**src/rtl/swpf_pkg.sv**
```systemverilog
// shared types, constants and the crc function of the servo write packet framer
package swpf_pkg;

    // command kinds
    localparam logic [2:0] KIND_POS        = 3'd0;
    localparam logic [2:0] KIND_ANGLE_SPD  = 3'd1;
    localparam logic [2:0] KIND_WHEEL      = 3'd2;
    localparam logic [2:0] KIND_SET_ID     = 3'd3;
    localparam logic [2:0] KIND_SET_MODE   = 3'd4;
    localparam logic [2:0] KIND_RET_DELAY  = 3'd5;

    // configuration register indexes
    localparam logic [2:0] REG_CRC_INIT    = 3'd0;
    localparam logic [2:0] REG_POS_ADDR    = 3'd1;
    localparam logic [2:0] REG_SPEED_ADDR  = 3'd2;
    localparam logic [2:0] REG_ID_ADDR     = 3'd3;
    localparam logic [2:0] REG_MODE_ADDR   = 3'd4;
    localparam logic [2:0] REG_DELAY_ADDR  = 3'd5;

    // configuration reset values
    localparam logic [15:0] RST_CRC_INIT   = 16'd0;
    localparam logic [15:0] RST_POS_ADDR   = 16'd30;
    localparam logic [15:0] RST_SPEED_ADDR = 16'd32;
    localparam logic [15:0] RST_ID_ADDR    = 16'd3;
    localparam logic [15:0] RST_MODE_ADDR  = 16'd11;
    localparam logic [15:0] RST_DELAY_ADDR = 16'd5;

    // packet constants
    localparam logic [7:0]  HDR_SYNC       = 8'hFF;
    localparam logic [7:0]  HDR_MARK       = 8'hFD;
    localparam logic [7:0]  HDR_RSVD       = 8'h00;
    localparam logic [7:0]  INSTR_WRITE    = 8'h03;
    localparam logic [15:0] CRC_POLY       = 16'h8005;
    localparam logic [2:0]  LEN_OVERHEAD   = 3'd5;

    // byte positions within a packet
    localparam logic [4:0] IDX_SYNC0   = 5'd0;
    localparam logic [4:0] IDX_SYNC1   = 5'd1;
    localparam logic [4:0] IDX_MARK    = 5'd2;
    localparam logic [4:0] IDX_RSVD    = 5'd3;
    localparam logic [4:0] IDX_ID      = 5'd4;
    localparam logic [4:0] IDX_LEN_LO  = 5'd5;
    localparam logic [4:0] IDX_LEN_HI  = 5'd6;
    localparam logic [4:0] IDX_INSTR   = 5'd7;
    localparam logic [4:0] IDX_ADDR_LO = 5'd8;
    localparam logic [4:0] IDX_ADDR_HI = 5'd9;
    localparam logic [4:0] IDX_PARAM   = 5'd10;

    // angle to position: floor(a*256/75) by reciprocal, exact for a <= 300
    localparam logic [8:0]  ANGLE_MAX   = 9'd300;
    localparam logic [17:0] ANGLE_MUL   = 18'd223698;
    localparam int          ANGLE_SHIFT = 24;
    localparam int          PROD_W      = 35;

    // queue between front and back
    localparam int QDEPTH = 2;
    localparam int QAW    = 1;

    // packet descriptor handed from front to back
    typedef struct packed {
        logic [7:0]       id;
        logic [15:0]      addr;
        logic [2:0]       np;
        logic [3:0][7:0]  params;
    } desc_t;

    // control table addresses used by the front
    typedef struct packed {
        logic [15:0] pos_addr;
        logic [15:0] speed_addr;
        logic [15:0] id_addr;
        logic [15:0] mode_addr;
        logic [15:0] delay_addr;
    } addr_cfg_t;

    // crc-16 0x8005, msb first, one byte
    function automatic logic [15:0] crc_byte(input logic [15:0] crc_in, input logic [7:0] b);
        logic [15:0] c;
        c = crc_in ^ {b, 8'h00};
        for (int k = 0; k < 8; k++)
        begin
            if (c[15])
                c = {c[14:0], 1'b0} ^ CRC_POLY;
            else
                c = {c[14:0], 1'b0};
        end
        return c;
    endfunction

endpackage

```
**src/rtl/swpf_queue.sv**
```systemverilog
// two-entry descriptor queue between the front and the back
module swpf_queue (
    input  logic           clk,
    input  logic           rst_n,
    input  logic           push,
    input  swpf_pkg::desc_t push_data,
    output logic           push_ready,
    input  logic           pop,
    output logic           head_valid,
    output swpf_pkg::desc_t head_data
);
    import swpf_pkg::*;

    desc_t          mem [QDEPTH];
    logic [QAW-1:0] wr_ptr_reg, wr_ptr_next;
    logic [QAW-1:0] rd_ptr_reg, rd_ptr_next;
    logic [QAW:0]   count_reg, count_next;
    logic           do_push;
    logic           do_pop;

    // handshake and pointers
    assign push_ready = (count_reg != QAW'(0) + (QAW+1)'(QDEPTH));
    assign head_valid = (count_reg != '0);
    assign do_push    = push && push_ready;
    assign do_pop     = pop && head_valid;
    assign head_data  = mem[rd_ptr_reg];

    always_comb
    begin
        wr_ptr_next = do_push ? wr_ptr_reg + 1'b1 : wr_ptr_reg;
        rd_ptr_next = do_pop ? rd_ptr_reg + 1'b1 : rd_ptr_reg;
        count_next  = count_reg;
        if (do_push && !do_pop)
            count_next = count_reg + 1'b1;
        else if (do_pop && !do_push)
            count_next = count_reg - 1'b1;
    end

    always_ff @(posedge clk or negedge rst_n)
    begin
        if (!rst_n)
        begin
            wr_ptr_reg <= '0;
            rd_ptr_reg <= '0;
            count_reg  <= '0;
        end
        else
        begin
            wr_ptr_reg <= wr_ptr_next;
            rd_ptr_reg <= rd_ptr_next;
            count_reg  <= count_next;
        end
    end

    // storage
    always_ff @(posedge clk)
    begin
        if (do_push)
            mem[wr_ptr_reg] <= push_data;
    end

endmodule

```
**src/rtl/swpf_front.sv**
```systemverilog
// front: accepts commands, converts angles and builds packet descriptors
module swpf_front (
    input  logic                clk,
    input  logic                rst_n,
    input  logic                in_valid,
    output logic                in_ready,
    input  logic [2:0]          req_type,
    input  logic [7:0]          servo_id,
    input  logic [9:0]          position_value,
    input  logic [10:0]         speed_value,
    input  logic [7:0]          byte_value,
    input  swpf_pkg::addr_cfg_t addr_cfg,
    output logic                q_push,
    output swpf_pkg::desc_t     q_data,
    input  logic                q_ready
);
    import swpf_pkg::*;

    logic              s1_valid_reg, s1_valid_next;
    logic [2:0]        kind_reg;
    logic [7:0]        id_reg;
    logic [9:0]        pos_reg;
    logic [10:0]       spd_reg;
    logic [7:0]        bval_reg;
    logic [PROD_W-1:0] prod_reg;
    logic              accept;
    logic              kind_ok;
    logic [8:0]        angle_sat;
    logic [16:0]       angle_scaled;
    logic [10:0]       quot;
    logic [9:0]        angle_pos;

    // input handshake; unused kinds are taken and dropped
    assign in_ready = !s1_valid_reg || q_ready;
    assign accept   = in_valid && in_ready;
    assign kind_ok  = (req_type <= KIND_RET_DELAY);
    assign q_push   = s1_valid_reg;

    always_comb
    begin
        s1_valid_next = s1_valid_reg;
        if (accept)
            s1_valid_next = kind_ok;
        else if (q_ready)
            s1_valid_next = 1'b0;
    end

    always_ff @(posedge clk or negedge rst_n)
    begin
        if (!rst_n)
            s1_valid_reg <= 1'b0;
        else
            s1_valid_reg <= s1_valid_next;
    end

    // angle saturation and reciprocal multiply
    assign angle_sat    = (position_value > {1'b0, ANGLE_MAX}) ? ANGLE_MAX : position_value[8:0];
    assign angle_scaled = {angle_sat, 8'h00};

    always_ff @(posedge clk)
    begin
        if (accept)
        begin
            kind_reg <= req_type;
            id_reg   <= servo_id;
            pos_reg  <= position_value;
            spd_reg  <= speed_value;
            bval_reg <= byte_value;
            prod_reg <= PROD_W'(angle_scaled) * PROD_W'(ANGLE_MUL);
        end
    end

    // position from angle, minus one if nonzero
    assign quot      = prod_reg[ANGLE_SHIFT +: 11];
    assign angle_pos = (quot == '0) ? 10'd0 : 10'(quot - 11'd1);

    // descriptor per kind
    always_comb
    begin
        q_data.id     = id_reg;
        q_data.addr   = addr_cfg.pos_addr;
        q_data.np     = 3'd2;
        q_data.params = '0;
        unique case (kind_reg)
            KIND_POS:
            begin
                q_data.params[0] = pos_reg[7:0];
                q_data.params[1] = {6'd0, pos_reg[9:8]};
            end
            KIND_ANGLE_SPD:
            begin
                q_data.np        = 3'd4;
                q_data.params[0] = angle_pos[7:0];
                q_data.params[1] = {6'd0, angle_pos[9:8]};
                q_data.params[2] = spd_reg[7:0];
                q_data.params[3] = {5'd0, spd_reg[10:8]};
            end
            KIND_WHEEL:
            begin
                q_data.addr      = addr_cfg.speed_addr;
                q_data.params[0] = spd_reg[7:0];
                q_data.params[1] = {5'd0, spd_reg[10:8]};
            end
            KIND_SET_ID:
            begin
                q_data.addr      = addr_cfg.id_addr;
                q_data.np        = 3'd1;
                q_data.params[0] = bval_reg;
            end
            KIND_SET_MODE:
            begin
                q_data.addr      = addr_cfg.mode_addr;
                q_data.np        = 3'd1;
                q_data.params[0] = bval_reg;
            end
            KIND_RET_DELAY:
            begin
                q_data.addr      = addr_cfg.delay_addr;
                q_data.np        = 3'd1;
                q_data.params[0] = bval_reg;
            end
            default:
            begin
                q_data.np = 3'd1;
            end
        endcase
    end

endmodule

```
**src/rtl/swpf_back.sv**
```systemverilog
// back: byte sequencer with running crc and output register
module swpf_back (
    input  logic            clk,
    input  logic            rst_n,
    input  logic            q_valid,
    input  swpf_pkg::desc_t q_data,
    output logic            q_pop,
    input  logic [15:0]     crc_init,
    output logic            out_valid,
    input  logic            out_ready,
    output logic [7:0]      tx_byte,
    output logic            last_byte
);
    import swpf_pkg::*;

    logic        out_valid_reg, out_valid_next;
    logic [4:0]  idx_reg, idx_next;
    logic [15:0] crc_reg, crc_next;
    logic [7:0]  tx_byte_reg;
    logic        last_byte_reg;
    logic        load;
    logic [4:0]  crc_lo_idx;
    logic [4:0]  last_idx;
    logic        at_last;
    logic [15:0] crc_cur;
    logic [4:0]  param_off;
    logic [7:0]  byte_sel;
    logic [7:0]  len_lo;

    assign out_valid = out_valid_reg;
    assign tx_byte   = tx_byte_reg;
    assign last_byte = last_byte_reg;

    // load a byte when the output register is free or being taken
    assign load       = q_valid && (!out_valid_reg || out_ready);
    assign crc_lo_idx = IDX_PARAM + 5'(q_data.np);
    assign last_idx   = crc_lo_idx + 5'd1;
    assign at_last    = (idx_reg == last_idx);
    assign q_pop      = load && at_last;
    assign crc_cur    = (idx_reg == IDX_SYNC0) ? crc_init : crc_reg;
    assign param_off  = idx_reg - IDX_PARAM;
    assign len_lo     = 8'(q_data.np) + 8'(LEN_OVERHEAD);

    // byte select
    always_comb
    begin
        byte_sel = HDR_RSVD;
        if (idx_reg == crc_lo_idx)
            byte_sel = crc_cur[7:0];
        else if (at_last)
            byte_sel = crc_cur[15:8];
        else if (idx_reg >= IDX_PARAM)
            byte_sel = q_data.params[param_off[1:0]];
        else
        begin
            case (idx_reg)
                IDX_SYNC0:   byte_sel = HDR_SYNC;
                IDX_SYNC1:   byte_sel = HDR_SYNC;
                IDX_MARK:    byte_sel = HDR_MARK;
                IDX_RSVD:    byte_sel = HDR_RSVD;
                IDX_ID:      byte_sel = q_data.id;
                IDX_LEN_LO:  byte_sel = len_lo;
                IDX_LEN_HI:  byte_sel = 8'h00;
                IDX_INSTR:   byte_sel = INSTR_WRITE;
                IDX_ADDR_LO: byte_sel = q_data.addr[7:0];
                IDX_ADDR_HI: byte_sel = q_data.addr[15:8];
                default:     byte_sel = HDR_RSVD;
            endcase
        end
    end

    // sequencer state; the crc stops before its own two bytes
    always_comb
    begin
        idx_next       = idx_reg;
        crc_next       = crc_reg;
        out_valid_next = out_valid_reg && !out_ready;
        if (load)
        begin
            out_valid_next = 1'b1;
            idx_next       = at_last ? IDX_SYNC0 : idx_reg + 5'd1;
            if (idx_reg < crc_lo_idx)
                crc_next = crc_byte(crc_cur, byte_sel);
        end
    end

    always_ff @(posedge clk or negedge rst_n)
    begin
        if (!rst_n)
        begin
            out_valid_reg <= 1'b0;
            idx_reg       <= IDX_SYNC0;
            crc_reg       <= '0;
        end
        else
        begin
            out_valid_reg <= out_valid_next;
            idx_reg       <= idx_next;
            crc_reg       <= crc_next;
        end
    end

    // output payload
    always_ff @(posedge clk)
    begin
        if (load)
        begin
            tx_byte_reg   <= byte_sel;
            last_byte_reg <= at_last;
        end
    end

endmodule

```
**src/rtl/servo_write_packet_framer.sv**
```systemverilog
// servo write packet framer: configuration registers, front, queue and back
// path: accepted command -> front register -> queue -> back output register
// throughput: one byte per cycle from the back sequencer unless out_ready stalls,
// 13 to 16 bytes per command; front and queue hold two commands behind it
// reset: clears all control state and returns the registers to their defaults
module servo_write_packet_framer (
    input  logic        clk,
    input  logic        rst_n,
    input  logic        in_valid,
    output logic        in_ready,
    input  logic [2:0]  req_type,
    input  logic [7:0]  servo_id,
    input  logic [9:0]  position_value,
    input  logic [10:0] speed_value,
    input  logic [7:0]  byte_value,
    output logic        out_valid,
    input  logic        out_ready,
    output logic [7:0]  tx_byte,
    output logic        last_byte,
    input  logic        cfg_we,
    input  logic [2:0]  cfg_index,
    input  logic [15:0] cfg_data
);
    import swpf_pkg::*;

    logic [15:0] crc_init_reg;
    addr_cfg_t   addr_cfg_reg;
    logic        q_push;
    desc_t       q_push_data;
    logic        q_ready;
    logic        q_pop;
    logic        q_valid;
    desc_t       q_head;

    // configuration registers
    always_ff @(posedge clk or negedge rst_n)
    begin
        if (!rst_n)
        begin
            crc_init_reg            <= RST_CRC_INIT;
            addr_cfg_reg.pos_addr   <= RST_POS_ADDR;
            addr_cfg_reg.speed_addr <= RST_SPEED_ADDR;
            addr_cfg_reg.id_addr    <= RST_ID_ADDR;
            addr_cfg_reg.mode_addr  <= RST_MODE_ADDR;
            addr_cfg_reg.delay_addr <= RST_DELAY_ADDR;
        end
        else if (cfg_we)
        begin
            unique case (cfg_index)
                REG_CRC_INIT:   crc_init_reg            <= cfg_data;
                REG_POS_ADDR:   addr_cfg_reg.pos_addr   <= cfg_data;
                REG_SPEED_ADDR: addr_cfg_reg.speed_addr <= cfg_data;
                REG_ID_ADDR:    addr_cfg_reg.id_addr    <= cfg_data;
                REG_MODE_ADDR:  addr_cfg_reg.mode_addr  <= cfg_data;
                REG_DELAY_ADDR: addr_cfg_reg.delay_addr <= cfg_data;
                default:        ;
            endcase
        end
    end

    // command front
    swpf_front u_front (
        .clk            (clk),
        .rst_n          (rst_n),
        .in_valid       (in_valid),
        .in_ready       (in_ready),
        .req_type       (req_type),
        .servo_id       (servo_id),
        .position_value (position_value),
        .speed_value    (speed_value),
        .byte_value     (byte_value),
        .addr_cfg       (addr_cfg_reg),
        .q_push         (q_push),
        .q_data         (q_push_data),
        .q_ready        (q_ready)
    );

    // descriptor queue
    swpf_queue u_queue (
        .clk        (clk),
        .rst_n      (rst_n),
        .push       (q_push),
        .push_data  (q_push_data),
        .push_ready (q_ready),
        .pop        (q_pop),
        .head_valid (q_valid),
        .head_data  (q_head)
    );

    // byte sequencer
    swpf_back u_back (
        .clk       (clk),
        .rst_n     (rst_n),
        .q_valid   (q_valid),
        .q_data    (q_head),
        .q_pop     (q_pop),
        .crc_init  (crc_init_reg),
        .out_valid (out_valid),
        .out_ready (out_ready),
        .tx_byte   (tx_byte),
        .last_byte (last_byte)
    );

endmodule

```
**config.mk**
```make
export PLATFORM = sky130hd
export DESIGN_NAME = servo_write_packet_framer
export DESIGN_NICKNAME = d
export VERILOG_FILES = /design/src/rtl/swpf_pkg.sv /design/src/rtl/swpf_queue.sv /design/src/rtl/swpf_front.sv /design/src/rtl/swpf_back.sv /design/src/rtl/servo_write_packet_framer.sv
export SDC_FILE = /design/constraint.sdc
export NUM_CORES = 1
export LEC_CHECK = 0
export ABC_AREA = 1
export BUFFER_PORTS_ARGS = -buffer_cell sky130_fd_sc_hd__buf_2
export CORE_ASPECT_RATIO = 1.2
export CORE_MARGIN = 4
export CORE_UTILIZATION = 25
export CTS_CLUSTER_DIAMETER = 150
export DETAILED_ROUTE_END_ITERATION = 16
export GPL_TIMING_DRIVEN = 0
export HOLD_SLACK_MARGIN = 0.02
export PLACE_DENSITY = 0.36
export REMOVE_ABC_BUFFERS = 1
export SLEW_MARGIN = 15
export SYNTH_ARGS = -nofsm -noshare
export SYNTH_HDL_FRONTEND = slang
export SYNTH_SLANG_ARGS = --single-unit
```
**constraint.sdc**
```tcl
create_clock -name clk -period 6.2 [get_ports clk]
set_input_delay 0.31 -clock clk [delete_from_list [all_inputs] [get_ports clk]]
set_output_delay 0.31 -clock clk [all_outputs]
set_load 0.05 [all_outputs]
```
== Word-level counts from Yosys, hierarchy flattened ==
Memories as Yosys holds them, arrays and structs flattened.
Index checks and enable logic that the tools add are counted.
Word-level totals
  register bits after elaboration: 198
  memory bits (writable): 98
  output and inout bits: 11
  logic and storage cells: 143
  memories: 1
Memory list
  u_queue.mem: words 2, width 49, rd ports 1, clocked after memory_dff 0, wr ports 1, line swpf_queue.sv:14  | desc_t mem [QDEPTH];
Cells by class
  add/sub/neg operators: 10
  multiply operators: 1
  $lt $le $gt $ge: 5
  eq/ne operators: 20
  muxes and demuxes: 44
  bitwise logic cells: 9
  reductions and logical operators: 32
Operator list (count)
  $mux 16: 23
  $pmux 16 s4: 1
  $pmux 8 s7: 1
  $mux 8: 4
  $pmux 8 s4: 1
  $mul 9x17->26 const B: 1
  $not 3->3: 8
  $bmux 8 s2: 1
  $xor 16x16->16: 1
  $eq 5x3->1 const B: 3
  $reduce_and 2->1: 7
  $eq 3x2->1 const B: 4
  $eq 3x3->1 const B: 4
  $logic_not 11->1: 1
  $mux 11: 1
  $add 5x1->5 const B: 2
  $eq 5x4->1 const B: 2
  $eq 5x5->1: 2
  $gt 10x9->1 const B: 1
  $mux 10: 1
  $sub 10x1->10 const B: 1
  $mux 9: 1
  $pmux 3 s3: 1
  $logic_and 1x1->1: 8
  25 further kinds: 41

== Logic depth before layout (Yosys ltp) ==
Gate-level depths: netlist of the first run.
  word-level depth: 37
  mapped depth: 33
  depth with buffers taken out: 30

== By module ==
From an unflattened synthesis of the first run, not the netlist that was laid out.
Unflattened totals
  cell total of the unflattened synthesis: 1870
  area, all modules: 16957.5 µm²
Modules (own cells, without submodules)
  swpf_front: instances 1, cells an instance 621, area an instance 5356.4 µm², seq. area each 1556.5 µm²
  swpf_queue: instances 1, cells an instance 337, area an instance 4569.4 µm², seq. area each 3643.5 µm²
  servo_write_packet_framer: instances 1, cells an instance 425, area an instance 3789.9 µm², seq. area each 2417.3 µm²
  swpf_back: instances 1, cells an instance 487, area an instance 3241.9 µm², seq. area each 820.8 µm²

== Worst setup path after synthesis of the first run ==
No wires, ideal clock.
  kind: input to register
  start: in position_value[7]
  end: reg u_front.prod_reg[34], data pin
  library setup time: 0.252 ns
  data arrival time: 4.486 ns
  path slack: 1.462 ns
  stages on the path: 28
  path through: nor2_1 > inv_1 > nor3_1 > nand3_1 > nand2_1 > inv_1 > nor2_1 > inv_1 > fa_1 > inv_1 > ha_1 > inv_1 > fa_1 > fa_1 > inv_1 > ha_1 > and3_1 > nand3_1 > o21ai_0 > nand2_1 > nand2_1 > nand3_1 > o2111ai_1 > nand2_1 > nand2_1 > nand2_1 > nand3b_1 > nand2_1
On the way
  cells in the longest elaborated chain, start to end: 3
RTL lines
  start, declared: line servo_write_packet_framer.sv:13  | input logic [9:0] position_value,
  $gt 10x9->1: line swpf_front.sv:57  | assign angle_sat = (position_value > {1'b0, ANGLE_MAX}) ? ANGLE_MAX : position_value[8:0];
  $mux 9 (*): line swpf_front.sv:57
  $mul 9x17->26 (*): line swpf_front.sv:69  | prod_reg <= PROD_W'(angle_scaled) * PROD_W'(ANGLE_MUL);
  end signal, assigned: line swpf_front.sv:69
  end, declared: line swpf_front.sv:25  | logic [PROD_W-1:0] prod_reg;
Every way passes the cells marked *; elsewhere a longest branch is shown, timed or not.
A chain may end at the register's enable or synchronous reset.

== Worst setup path in the final report of the first run ==
Ends and elaborated chain as after synthesis.

==> impl_metrics.tcl, run 1 <==
set metrics [dict create \
    power-per-cell-area_nw_per_um2 485.4 \
    commonest_non_fill_non_tap_cell_in_the_layout "sky130_fd_sc_hd__nand2_1" \
    critPathMaxStageDelay_ps 560 \
    vias 11410 \
    crit_top_cell "sky130_fd_sc_hd__nand2_1" \
    run_status "finished clean" \
    utilization_pct 30.07 \
    timing.final.setup_violations 0 \
    tritoncts_clock_tree "yes" \
    worst_slew_pin_slew_ps 1106 \
    ant_nets 0 \
    core_um2 60940 \
    antenna_found_initial 2 \
    post_synth_instance_area_um2 15420 \
    finalHoldViolCount 0 \
    initial_core_utilization_pct 25.30 \
    rr_endpoint "u_back.crc_reg[15]" \
    clock_tree.buffer_depth 3 \
    area.growth.synth_to_final_pct 18.86 \
    layout_common_cells "sky130_fd_sc_hd__nand2_1, sky130_fd_sc_hd__inv_1, sky130_fd_sc_hd__edfxtp_1" \
    min_delay_path_depth 4 \
    min_period_ps 5674 \
    gpl.final_weighted_congestion 0.8083 \
    worst_setup_hold_path_clk_slew_ps 60 \
    ir_drop_mv 0.1638 \
    ctsHtreeMaxLevel 2 \
    overflow 0 \
    finish.net_count 1976 \
    insertion_delay_ps 520 \
    power.static_leakage_uw 0.008447 \
    synth_flop_type "sky130_fd_sc_hd__edfxtp_1" \
    ff2ff_path_depth 28 \
    path_class "in2reg" \
    synth.ff_latch_count 281 \
    numClockSinks 281 \
    rrSetupSlack_ps 1160 \
    report.final.slew_viol_count 0 \
    num_rows 99 \
    yosysTopAreaCell "sky130_fd_sc_hd__edfxtp_1" \
    synthArstFlopShare_pct 43.77 \
    remaining_drc_errors 0 \
    floorplan.die_area_um2 65720 \
    first_global_vias 11700 \
    hold-path-endpoint "u_back.out_valid" \
    rsz0062_at_grt "no" \
    worstPathRequired_ps 6470 \
    detail_route.wirelength_um 44440 \
    total_power_uw 8895 \
    cap_viol_max_count 0 \
    drtIter0Drc 613 \
    post_synth_inst_count 1672 \
    ioPinCount 75 \
    skew_ps 9.816 \
    clock_tree.root_cell "sky130_fd_sc_hd__clkbuf_16" \
    ys_seq_area_share_pct 50.84 \
    critical_path.slowest_cell "sky130_fd_sc_hd__fa_1" \
    synth.avg_cell_area_um2 9.221 \
    place.port_buffers 74 \
    detail_route.first_pass.iterations 4 \
    worstHoldStart "out_ready" \
    synth.top_cells.by_area "sky130_fd_sc_hd__edfxtp_1, sky130_fd_sc_hd__dfrtp_1, sky130_fd_sc_hd__nand2_1, sky130_fd_sc_hd__ha_1, sky130_fd_sc_hd__fa_1" \
    timing.rr.start "u_queue.rd_ptr_reg" \
    grt_use_total_pct 13.38 \
    final_layout_size_suffix_gt1_share_pct 12.11 \
    worst_hold_path_type "in2reg" \
    cp-start-kind "primary input" \
    synthesis.yosys.warnings 0 \
    post-synth-top-area-fraction_pct 30.77 \
    wire_per_inst_um 16.92 \
    cp-end-kind "flip-flop" \
    grt_max_degree 100 \
    number_of_flip_flops_in_the_largest_register 98 \
    avgViaCountPerCell 4.344 \
    die-width_um 234.7 \
    die_height_um 280.0 \
    critical_path_arrival_ps 5940 \
    grt_first_pass_wirelength_um 69440 \
    setup_total_negative_slack_ps 0 \
    final.period_utilization_pct 91.52 \
    yosys.cell_types.count 48 \
    final.fill_count 6520 \
    timing.slew.headroom_pct 25.69 \
    hpwl_um 31910 \
    timing.fmax_ghz 0.1762 \
    cts-buffers-inserted 34 \
    synth-edff-count 158 \
    worstPathMaxFanout 7 \
]
-- worst max path at each step --
stage	startpoint	to	slack, ps	cells after the start
global placement	u_front.kind_reg[2]	u_queue.mem[0][27]	-1220	4
global route	position_value[7]	u_front.prod_reg[34]	110	30
CTS	position_value[7]	u_front.prod_reg[34]	310	30
floorplan	position_value[7]	u_front.prod_reg[34]	1460	28
finish	position_value[7]	u_front.prod_reg[34]	530	30
detailed placement	position_value[3]	u_front.prod_reg[34]	260	28
-- power by group --
part | internal [µW] | total (µW) | switching, µW
clock | 1100 | 1890 | 788
combinational | 1360 | 4070 | 2710
sequential | 2640 | 2930 | 299
total | 5090 | 8890 | 3800
-- repair_timing --
item | 4_1_cts | 5_1_grt
setup endpoints to repair | 0 | 2
endpoints found under the hold margin | 64 | 0
setup buffers | 0 | 0
hold buffers | 41 | 0
resized for setup | 0 | 1
-- area by class of cell --
| cell class | count | area, µm² | area share, % |
|---|---|---|---|
| tap | 808 | 1011 | 5.517 |
| timing repair buffer | 132 | 1027 | 5.606 |
| antenna | 1 | 2.502 | 0.01366 |
| clock buffer | 49 | 980.9 | 5.353 |
| clock inverter | 12 | 57.56 | 0.3141 |
| inverter | 225 | 847.1 | 4.622 |
| sequential | 281 | 7841 | 42.79 |
| multi-input combinational | 1118 | 6558 | 35.78 |
-- critical path: cells and delay by family --
kind	cells	cell delay, ps
fa+ha+maj	5	2090
simple gates	15	1700
buf+inv	8	1210
compound gates	2	610
-- layer usage --
layer,part of all wire [%],wire (µm),GRT usage (%)
met1,45,20120,17.14
met2,49,21870,23.66
met3,2.6,1177,1.642
met4,2.9,1272,4.273
met5,0,0,0
-- logic make-up after synthesis --
kind of cell	share of synthesized area, %
AND/OR/NAND/NOR	20.87
flip-flops	50.84
buffers and inverters	7.012
AO/OA/AOI/OAI	7.710
adder cells (fa/ha/maj)	11.83
XOR/XNOR	1.307
multiplexers	0.4382
-- through the flow --
stage | instance area (µm²) | hold WS [ps] | cells | worst slack (ps)
after detailed placement | 16870 | 182.2 | 2523 | 259.1
after floorplan | 15180 | 14.41 | 1624 | 1462
after global routing | 18320 | 101.0 | 2625 | 106.0
after global placement | 16560 | 454.0 | 2506 | -1219
after CTS | 18320 | 54.32 | 2625 | 306.3
final | 18330 | 78.84 | 2626 | 526.0
-- cells in the mapped netlist (2+ instances only) --
| master | number |
|---|---|
| sky130_fd_sc_hd__xnor2_1 | 8 |
| sky130_fd_sc_hd__o211ai_1 | 3 |
| sky130_fd_sc_hd__nand4_1 | 20 |
| sky130_fd_sc_hd__nand2_1 | 484 |
| sky130_fd_sc_hd__o21ai_1 | 10 |
| sky130_fd_sc_hd__mux2_4 | 3 |
| sky130_fd_sc_hd__nor2_2 | 4 |
| sky130_fd_sc_hd__nand2_2 | 28 |
| sky130_fd_sc_hd__clkbuf_1 | 30 |
| sky130_fd_sc_hd__xor2_1 | 15 |
| sky130_fd_sc_hd__a31oi_1 | 5 |
| sky130_fd_sc_hd__o21bai_1 | 3 |
| sky130_fd_sc_hd__o21a_1 | 2 |
| sky130_fd_sc_hd__fa_1 | 43 |
| sky130_fd_sc_hd__nor2_4 | 2 |
| sky130_fd_sc_hd__ha_1 | 77 |
| sky130_fd_sc_hd__nor3_1 | 10 |
| sky130_fd_sc_hd__a22oi_1 | 24 |
| sky130_fd_sc_hd__buf_6 | 3 |
| sky130_fd_sc_hd__inv_1 | 218 |
| sky130_fd_sc_hd__dfrtp_1 | 111 |
| sky130_fd_sc_hd__mux2_2 | 2 |
| sky130_fd_sc_hd__o22ai_1 | 2 |
| sky130_fd_sc_hd__o2111ai_1 | 2 |
| sky130_fd_sc_hd__nand2_4 | 6 |
| sky130_fd_sc_hd__o221ai_1 | 2 |
| sky130_fd_sc_hd__dfstp_2 | 12 |
| sky130_fd_sc_hd__nand3_1 | 112 |
| sky130_fd_sc_hd__or2_2 | 3 |
| sky130_fd_sc_hd__o21ai_0 | 128 |
| sky130_fd_sc_hd__clkinv_1 | 2 |
| sky130_fd_sc_hd__inv_2 | 4 |
| sky130_fd_sc_hd__buf_2 | 13 |
| sky130_fd_sc_hd__nor2_1 | 84 |
| sky130_fd_sc_hd__edfxtp_1 | 158 |
| sky130_fd_sc_hd__o21ai_2 | 4 |
| sky130_fd_sc_hd__a21oi_1 | 24 |
Note: power is estimated with default switching activity, not from simulation.
==> run 2, diff against run 1 <==
--- a/config.mk
+++ b/config.mk
@@ -9,12 +9,12 @@
 export BUFFER_PORTS_ARGS = -buffer_cell sky130_fd_sc_hd__buf_2
 export CORE_ASPECT_RATIO = 1.2
 export CORE_MARGIN = 4
-export CORE_UTILIZATION = 25
+export CORE_UTILIZATION = 30
 export CTS_CLUSTER_DIAMETER = 150
 export DETAILED_ROUTE_END_ITERATION = 16
 export GPL_TIMING_DRIVEN = 0
 export HOLD_SLACK_MARGIN = 0.02
-export PLACE_DENSITY = 0.36
+export PLACE_DENSITY = 0.42
 export REMOVE_ABC_BUFFERS = 1
 export SLEW_MARGIN = 15
 export SYNTH_ARGS = -nofsm -noshare
==> run 2 against run 1 <==
Non-clock buffer count up 2. Routed wire length decreased by 8.1%. Critical path depth unchanged. Via count fell by 0.47%. Power fell by 0.35%. Sequential share of layout area grew 0.38 points. Worst hold slack lost 9.9 ps. Clock power about the same. Critical path type unchanged.
==> impl_metrics.tcl, run 2 (synthesis results as in run 1) <==
set metrics [dict create \
    run_status "finished clean" \
    die_height_um 256.3 \
    final.period_utilization_pct 91.83 \
    floorplan.die_area_um2 55100 \
    clock_tree.buffer_depth 3 \
    antenna_found_initial 1 \
    first_global_vias 11690 \
    ioPinCount 75 \
    ctsHtreeMaxLevel 1 \
    timing.slew.headroom_pct 25.84 \
    worstHoldStart "cfg_data[7]" \
    utilization_pct 35.91 \
    finalHoldViolCount 0 \
    ff2ff_path_depth 27 \
    gpl.final_weighted_congestion 0.8143 \
    cap_viol_max_count 0 \
    place.port_buffers 74 \
    avgViaCountPerCell 4.611 \
    insertion_delay_ps 580 \
    wire_per_inst_um 16.59 \
    number_of_flip_flops_in_the_largest_register 98 \
    power-per-cell-area_nw_per_um2 488.1 \
    num_rows 90 \
    overflow 0 \
    critPathMaxStageDelay_ps 570 \
    cp-start-kind "primary input" \
    worst_hold_path_type "in2reg" \
    rsz0062_at_grt "no" \
    cts-buffers-inserted 31 \
    finish.net_count 1975 \
    critical_path_arrival_ps 6020 \
    tritoncts_clock_tree "yes" \
    drtIter0Drc 654 \
    power.static_leakage_uw 0.008465 \
    skew_ps 20.89 \
    rrSetupSlack_ps 1340 \
    worst_setup_hold_path_clk_slew_ps 60 \
    path_class "in2reg" \
    cp-end-kind "flip-flop" \
    area.growth.synth_to_final_pct 17.77 \
    min_delay_path_depth 3 \
    final_layout_size_suffix_gt1_share_pct 12.11 \
    setup_total_negative_slack_ps 0 \
    min_period_ps 5693 \
    rr_endpoint "u_back.crc_reg[15]" \
    detail_route.wirelength_um 40840 \
    ant_nets 0 \
    worst_slew_pin_slew_ps 1110 \
    initial_core_utilization_pct 30.49 \
    remaining_drc_errors 0 \
    core_um2 50560 \
    clock_tree.root_cell "sky130_fd_sc_hd__clkbuf_16" \
    report.final.slew_viol_count 0 \
    detail_route.first_pass.iterations 6 \
    hpwl_um 29590 \
    numClockSinks 281 \
    grt_first_pass_wirelength_um 65780 \
    vias 11350 \
    ir_drop_mv 0.2326 \
    ctsResizeCount 0 \
    commonest_non_fill_non_tap_cell_in_the_layout "sky130_fd_sc_hd__nand2_1" \
    worstPathRequired_ps 6530 \
    worstPathMaxFanout 7 \
    layout_common_cells "sky130_fd_sc_hd__nand2_1, sky130_fd_sc_hd__inv_1, sky130_fd_sc_hd__edfxtp_1" \
    grt_use_total_pct 14.96 \
    crit_start "position_value[7]" \
    crit_top_cell "sky130_fd_sc_hd__nand2_1" \
    timing.rr.start "u_queue.rd_ptr_reg" \
    grt_max_degree 67 \
    timing.fmax_ghz 0.1756 \
    die-width_um 214.9 \
    critical_path.slowest_cell "sky130_fd_sc_hd__fa_1" \
    timing.final.setup_violations 0 \
    hold-path-endpoint "crc_init_reg[7]" \
]
-- run 2: repair_timing --
action / in CTS / in global routing
hold buffers: 43 / 0
setup endpoints to repair: 0 / 0
hold endpoints to repair: 91 / 0
setup buffers: 0 / 0
-- run 2: worst max path at each step --
stage	endpoint	slack, ps	depth (start not counted)
finish	u_front.prod_reg[34]	510	30
global route	u_front.prod_reg[34]	20	30
CTS	u_front.prod_reg[34]	440	30
detailed placement	u_front.prod_reg[34]	390	29
global placement	u_queue.mem[0][25]	-940	4
floorplan	u_front.prod_reg[34]	1460	28
-- run 2: power by group --
part,total (µW),switching (µW),internal [µW]
logic,4080,2710,1370
clock network,1880,764,1120
registers,2900,263,2630
-- run 2: critical path, delay by kind of cell --
family	cells	cell delay, ps
compound gates	2	550
fa+ha+maj	5	2080
simple gates	15	1800
buf+inv	8	1240
-- run 2: layout make-up --
class / instances / area [µm²]
Multi-Input combinational cell: 1118 / 6550
Clock inverter: 12 / 151.4
Tap cell: 644 / 805.8
Fill cell: 5134 / 32400
Clock buffer: 46 / 892.1
Sequential cell: 281 / 7839
Timing Repair Buffer: 134 / 1067
Antenna cell: 2 / 5.005
Inverter: 225 / 847.1
-- run 2: per-layer routing --
metal / global-route usage (%) / up-vias / part of all wire [%]
met5: 0 / - / 0
met4: 3.999 / 0 / 2.3
met3: 1.919 / 45 / 3.2
met2: 26.63 / 151 / 50
met1: 19.19 / 5436 / 45
li1: - / 5721 / -
-- run 2: metrics by stage --
| step | instance area [µm²] | total power (µW) | std cells | hold slack (ps) | setup slack, ps |
|---|---|---|---|---|---|
| after global placement | 16360 | 6951 | 2342 | 449.2 | -942.9 |
| after detailed placement | 16680 | 7064 | 2359 | 324.5 | 387.3 |
| final | 18160 | 8863 | 2462 | 68.96 | 506.7 |
| after global routing | 18150 | 9693 | 2461 | 72.43 | 23.32 |
| after CTS | 18150 | 9018 | 2460 | 41.03 | 437.9 |
| after floorplan | 15180 | 5812 | 1624 | 14.41 | 1462 |
==> run 3, diff against run 2 <==
--- a/config.mk
+++ b/config.mk
@@ -7,7 +7,7 @@
 export LEC_CHECK = 0
 export ABC_AREA = 1
 export BUFFER_PORTS_ARGS = -buffer_cell sky130_fd_sc_hd__buf_2
-export CORE_ASPECT_RATIO = 1.2
+export CORE_ASPECT_RATIO = 0.9
 export CORE_MARGIN = 4
 export CORE_UTILIZATION = 30
 export CTS_CLUSTER_DIAMETER = 150
@@ -19,4 +19,5 @@
 export SLEW_MARGIN = 15
 export SYNTH_ARGS = -nofsm -noshare
 export SYNTH_HDL_FRONTEND = slang
+export SYNTH_HIERARCHICAL = 1
 export SYNTH_SLANG_ARGS = --single-unit
==> constraint.sdc (replaced) <==
create_clock -name clk -period 5.6 [get_ports clk]
set_input_delay 0.28 -clock clk [delete_from_list [all_inputs] [get_ports clk]]
set_output_delay 0.28 -clock clk [all_outputs]
set_load 0.05 [all_outputs]
==> run 3 against run 2 <==
Sequential power is 18% higher. Sequential cell count is 20 higher. Die area is 9.6% higher. Largest cell class unchanged.
==> impl_metrics.tcl, run 3 <==
set metrics [dict create \
    run_status "finished clean" \
    critical_path.slowest_cell "sky130_fd_sc_hd__dlygate4sd3_1" \
    post_synth_inst_count 1870 \
    vias 12740 \
    die-width_um 258.6 \
    core_um2 55810 \
    synth-edff-count 178 \
    area.growth.synth_to_final_pct 18.84 \
    synthArstFlopShare_pct 40.86 \
    cp-start-kind "primary input" \
    skew_ps 27.39 \
    grt_max_degree 101 \
    tritoncts_clock_tree "yes" \
    synth.avg_cell_area_um2 9.068 \
    insertion_delay_ps 550 \
    avgViaCountPerCell 4.566 \
    grt_first_pass_wirelength_um 75110 \
    drtIter0Drc 653 \
    floorplan.die_area_um2 60400 \
    rsz0062_at_grt "yes" \
    yosys.cell_types.count 57 \
    gpl.final_weighted_congestion 0.8645 \
    power-per-cell-area_nw_per_um2 541.8 \
    path_class "in2reg" \
    finalHoldWorstSlack_ps 57.37 \
    cap_viol_max_count 0 \
    post_synth_instance_area_um2 16960 \
    utilization_pct 36.11 \
    layout_common_cells "sky130_fd_sc_hd__nand2_1, sky130_fd_sc_hd__inv_1, sky130_fd_sc_hd__edfxtp_1" \
    worstPathRequired_ps 5850 \
    ff2ff_path_depth 22 \
    commonest_cells_in_the_synthesized_netlist "sky130_fd_sc_hd__nand2_1, sky130_fd_sc_hd__inv_1, sky130_fd_sc_hd__edfxtp_1" \
    synth.ff_latch_count 301 \
    power_frac_clock_pct 21.7 \
    number_of_flip_flops_in_the_largest_register 118 \
    clock_tree.root_cell "sky130_fd_sc_hd__clkbuf_16" \
    min_delay_path_depth 3 \
    initial_core_utilization_pct 30.38 \
    cp-end-kind "flip-flop" \
    worst_setup_hold_path_clk_slew_ps 60 \
    setup_ws_ps 222.5 \
    detail_route.first_pass.iterations 5 \
    ant_nets 0 \
    clock_tree.buffer_depth 3 \
    final.period_utilization_pct 96.03 \
    pre_cts_ws_ps 69.13 \
    first_global_vias 12820 \
    layout.cells.non_filler 2790 \
    yosysTopAreaCell "sky130_fd_sc_hd__edfxtp_1" \
    report.final.slew_viol_count 0 \
    place.port_buffers 74 \
    finish.net_count 2185 \
    critPathMaxStageDelay_ps 540 \
    num_rows 82 \
    synth_most_common_cell "sky130_fd_sc_hd__nand2_1" \
    worstPathMaxFanout 10 \
    antenna_found_initial 2 \
    ir_drop_mv 0.2200 \
    cts-buffers-inserted 37 \
    final_layout_size_suffix_gt1_share_pct 13.08 \
    finalHoldViolCount 0 \
    synth_flop_type "sky130_fd_sc_hd__edfxtp_1" \
    total_power_uw 10920 \
    pwr-share-seq_pct 31.4 \
    grt_use_total_pct 15.86 \
    ys_seq_area_share_pct 49.76 \
    internal-power_uw 6205 \
    detail_route.wirelength_um 47410 \
    power.share.combinational_pct 47.0 \
    hpwl_um 33130 \
    synthesis.yosys.warnings 6 \
    dpl.cell_count 2667 \
    remaining_drc_errors 0 \
    worst_path_dominant_cell_family "adder cells" \
    worst_path_cell_trace "dlygate4sd3_1 -> buf_2 -> inv_1 -> nand2_1 -> a21oi_1 -> nand2_1 -> nand2_1 -> inv_2 -> nor2_2 -> ha_1 -> inv_1 -> fa_1 -> inv_1 -> fa_1 -> fa_1 -> ha_1 -> nand2_1 -> nor4_2 -> nand2_1 -> o21ai_1 -> nor2_1 -> o21ai_1 -> xor2_1" \
    numClockSinks 301 \
    timing.slew.headroom_pct 35.59 \
    worst_slew_pin_slew_ps 965.2 \
    ctsHtreeMaxLevel 2 \
    synth.top_cells.by_area "sky130_fd_sc_hd__edfxtp_1, sky130_fd_sc_hd__dfrtp_1, sky130_fd_sc_hd__nand2_1, sky130_fd_sc_hd__ha_1, sky130_fd_sc_hd__fa_1" \
    crit_top_cell "sky130_fd_sc_hd__nand2_1" \
    switching_share_pct 43.17 \
    levels_on_crit_path 23 \
    critical_path_arrival_ps 5630 \
    worst_hold_path_type "in2reg" \
    total_switching_power_uw 4713 \
    post-synth-top-area-fraction_pct 31.52 \
    min_period_ps 5377 \
    timing.fmax_ghz 0.1860 \
    wire_per_inst_um 16.99 \
    commonest_non_fill_non_tap_cell_in_the_layout "sky130_fd_sc_hd__nand2_1" \
    critical_path.n_buffers_inverters 6 \
    final.fill_count 5801 \
    power.static_leakage_uw 0.009401 \
    timing.final.setup_violations 0 \
    overflow 0 \
    die_height_um 233.6 \
    ioPinCount 75 \
]
## run 3: cell count changes in the layout (fill, tap and decap cells not counted), sizes merged, moves of 18 or more
cell	previous run	this run
o21ai	142	50
nand3	113	132
inv	224	204
nor2	90	108
a22oi	24	0
edfxtp	158	178
nand2	518	730
## run 3: cell families (layout without fill, tap and decap cells)
group	after synthesis	count (layout)	synth area share (%)
mux	7	7	0.5460
flops	301	301	49.76
buf+inv	266	417	7.076
simple gates	1005	1005	25.14
xor+xnor	23	23	1.188
fa+ha+maj	115	115	10.30
other cells	2	15	0.04429
compound gates	151	151	5.947
## run 3: final cells by class
class                      instances  area, µm²  area share, %
timing repair buffer             147       1329          6.594
inverter                         204      775.7          3.850
tap                              756      945.9          4.694
antenna                            1      2.502        0.01242
multi-input combinational       1315       7458          37.01
clock buffer                      50       1069          5.302
sequential                       301       8442          41.89
clock inverter                    16      130.1         0.6457
## run 3: worst paths after layout
path / startpoint / endpoint / slack, ps
max: position_value[6] / u_front/prod_reg[31] / 220
min: cfg_data[12] / addr_cfg_reg[44] / 60
max reg2reg: u_back/idx_reg[0] / u_back/crc_reg[15] / 1040
min reg2reg: u_front/id_reg[5] / u_queue/mem[0][56] / 440
max in group asynchronous: rst_n / addr_cfg_reg[33] / 4620
min in group asynchronous: rst_n / u_back/crc_reg[13] / 180
## run 3: tightest hold or removal path: cells and delay by family
kind                   cells  cell delay [ps]
buffers and inverters      1              160
and+or+nand+nor            2              120
## run 3: power by group through the flow
stage / sequential [µW] / clock, µW / combinational (µW)
finish: 3430 / 2360 / 5130
global route: 3490 / 2540 / 5870
CTS: 3430 / 2450 / 5190
detailed placement: 3470 / 0 / 5130
global placement: 3550 / 0 / 4890
floorplan: 3540 / 0 / 3460
## run 3: repair_timing
| item | CTS | global route |
|---|---|---|
| hold buffers | 56 | 0 |
| endpoints found under the setup margin | 0 | 8 |
| setup buffers | 0 | 0 |
| resized for setup | 0 | 11 |
| endpoints found under the hold margin | 208 | 0 |
## run 3: metrics by stage
stage	setup TNS (ps)	cell area [µm²]
after floorplan	0	16580
after global placement	-83430	17890
after detailed placement	0	18360
after CTS	0	20120
after global routing	-156.2	20150
final	0	20150
## run 3: metal layers
metal	GRT usage, %	part of all wire, %
met1	22.24	48
met2	25.96	46
met3	2.732	4.5
met4	3.238	1.6
met5	0	0.027
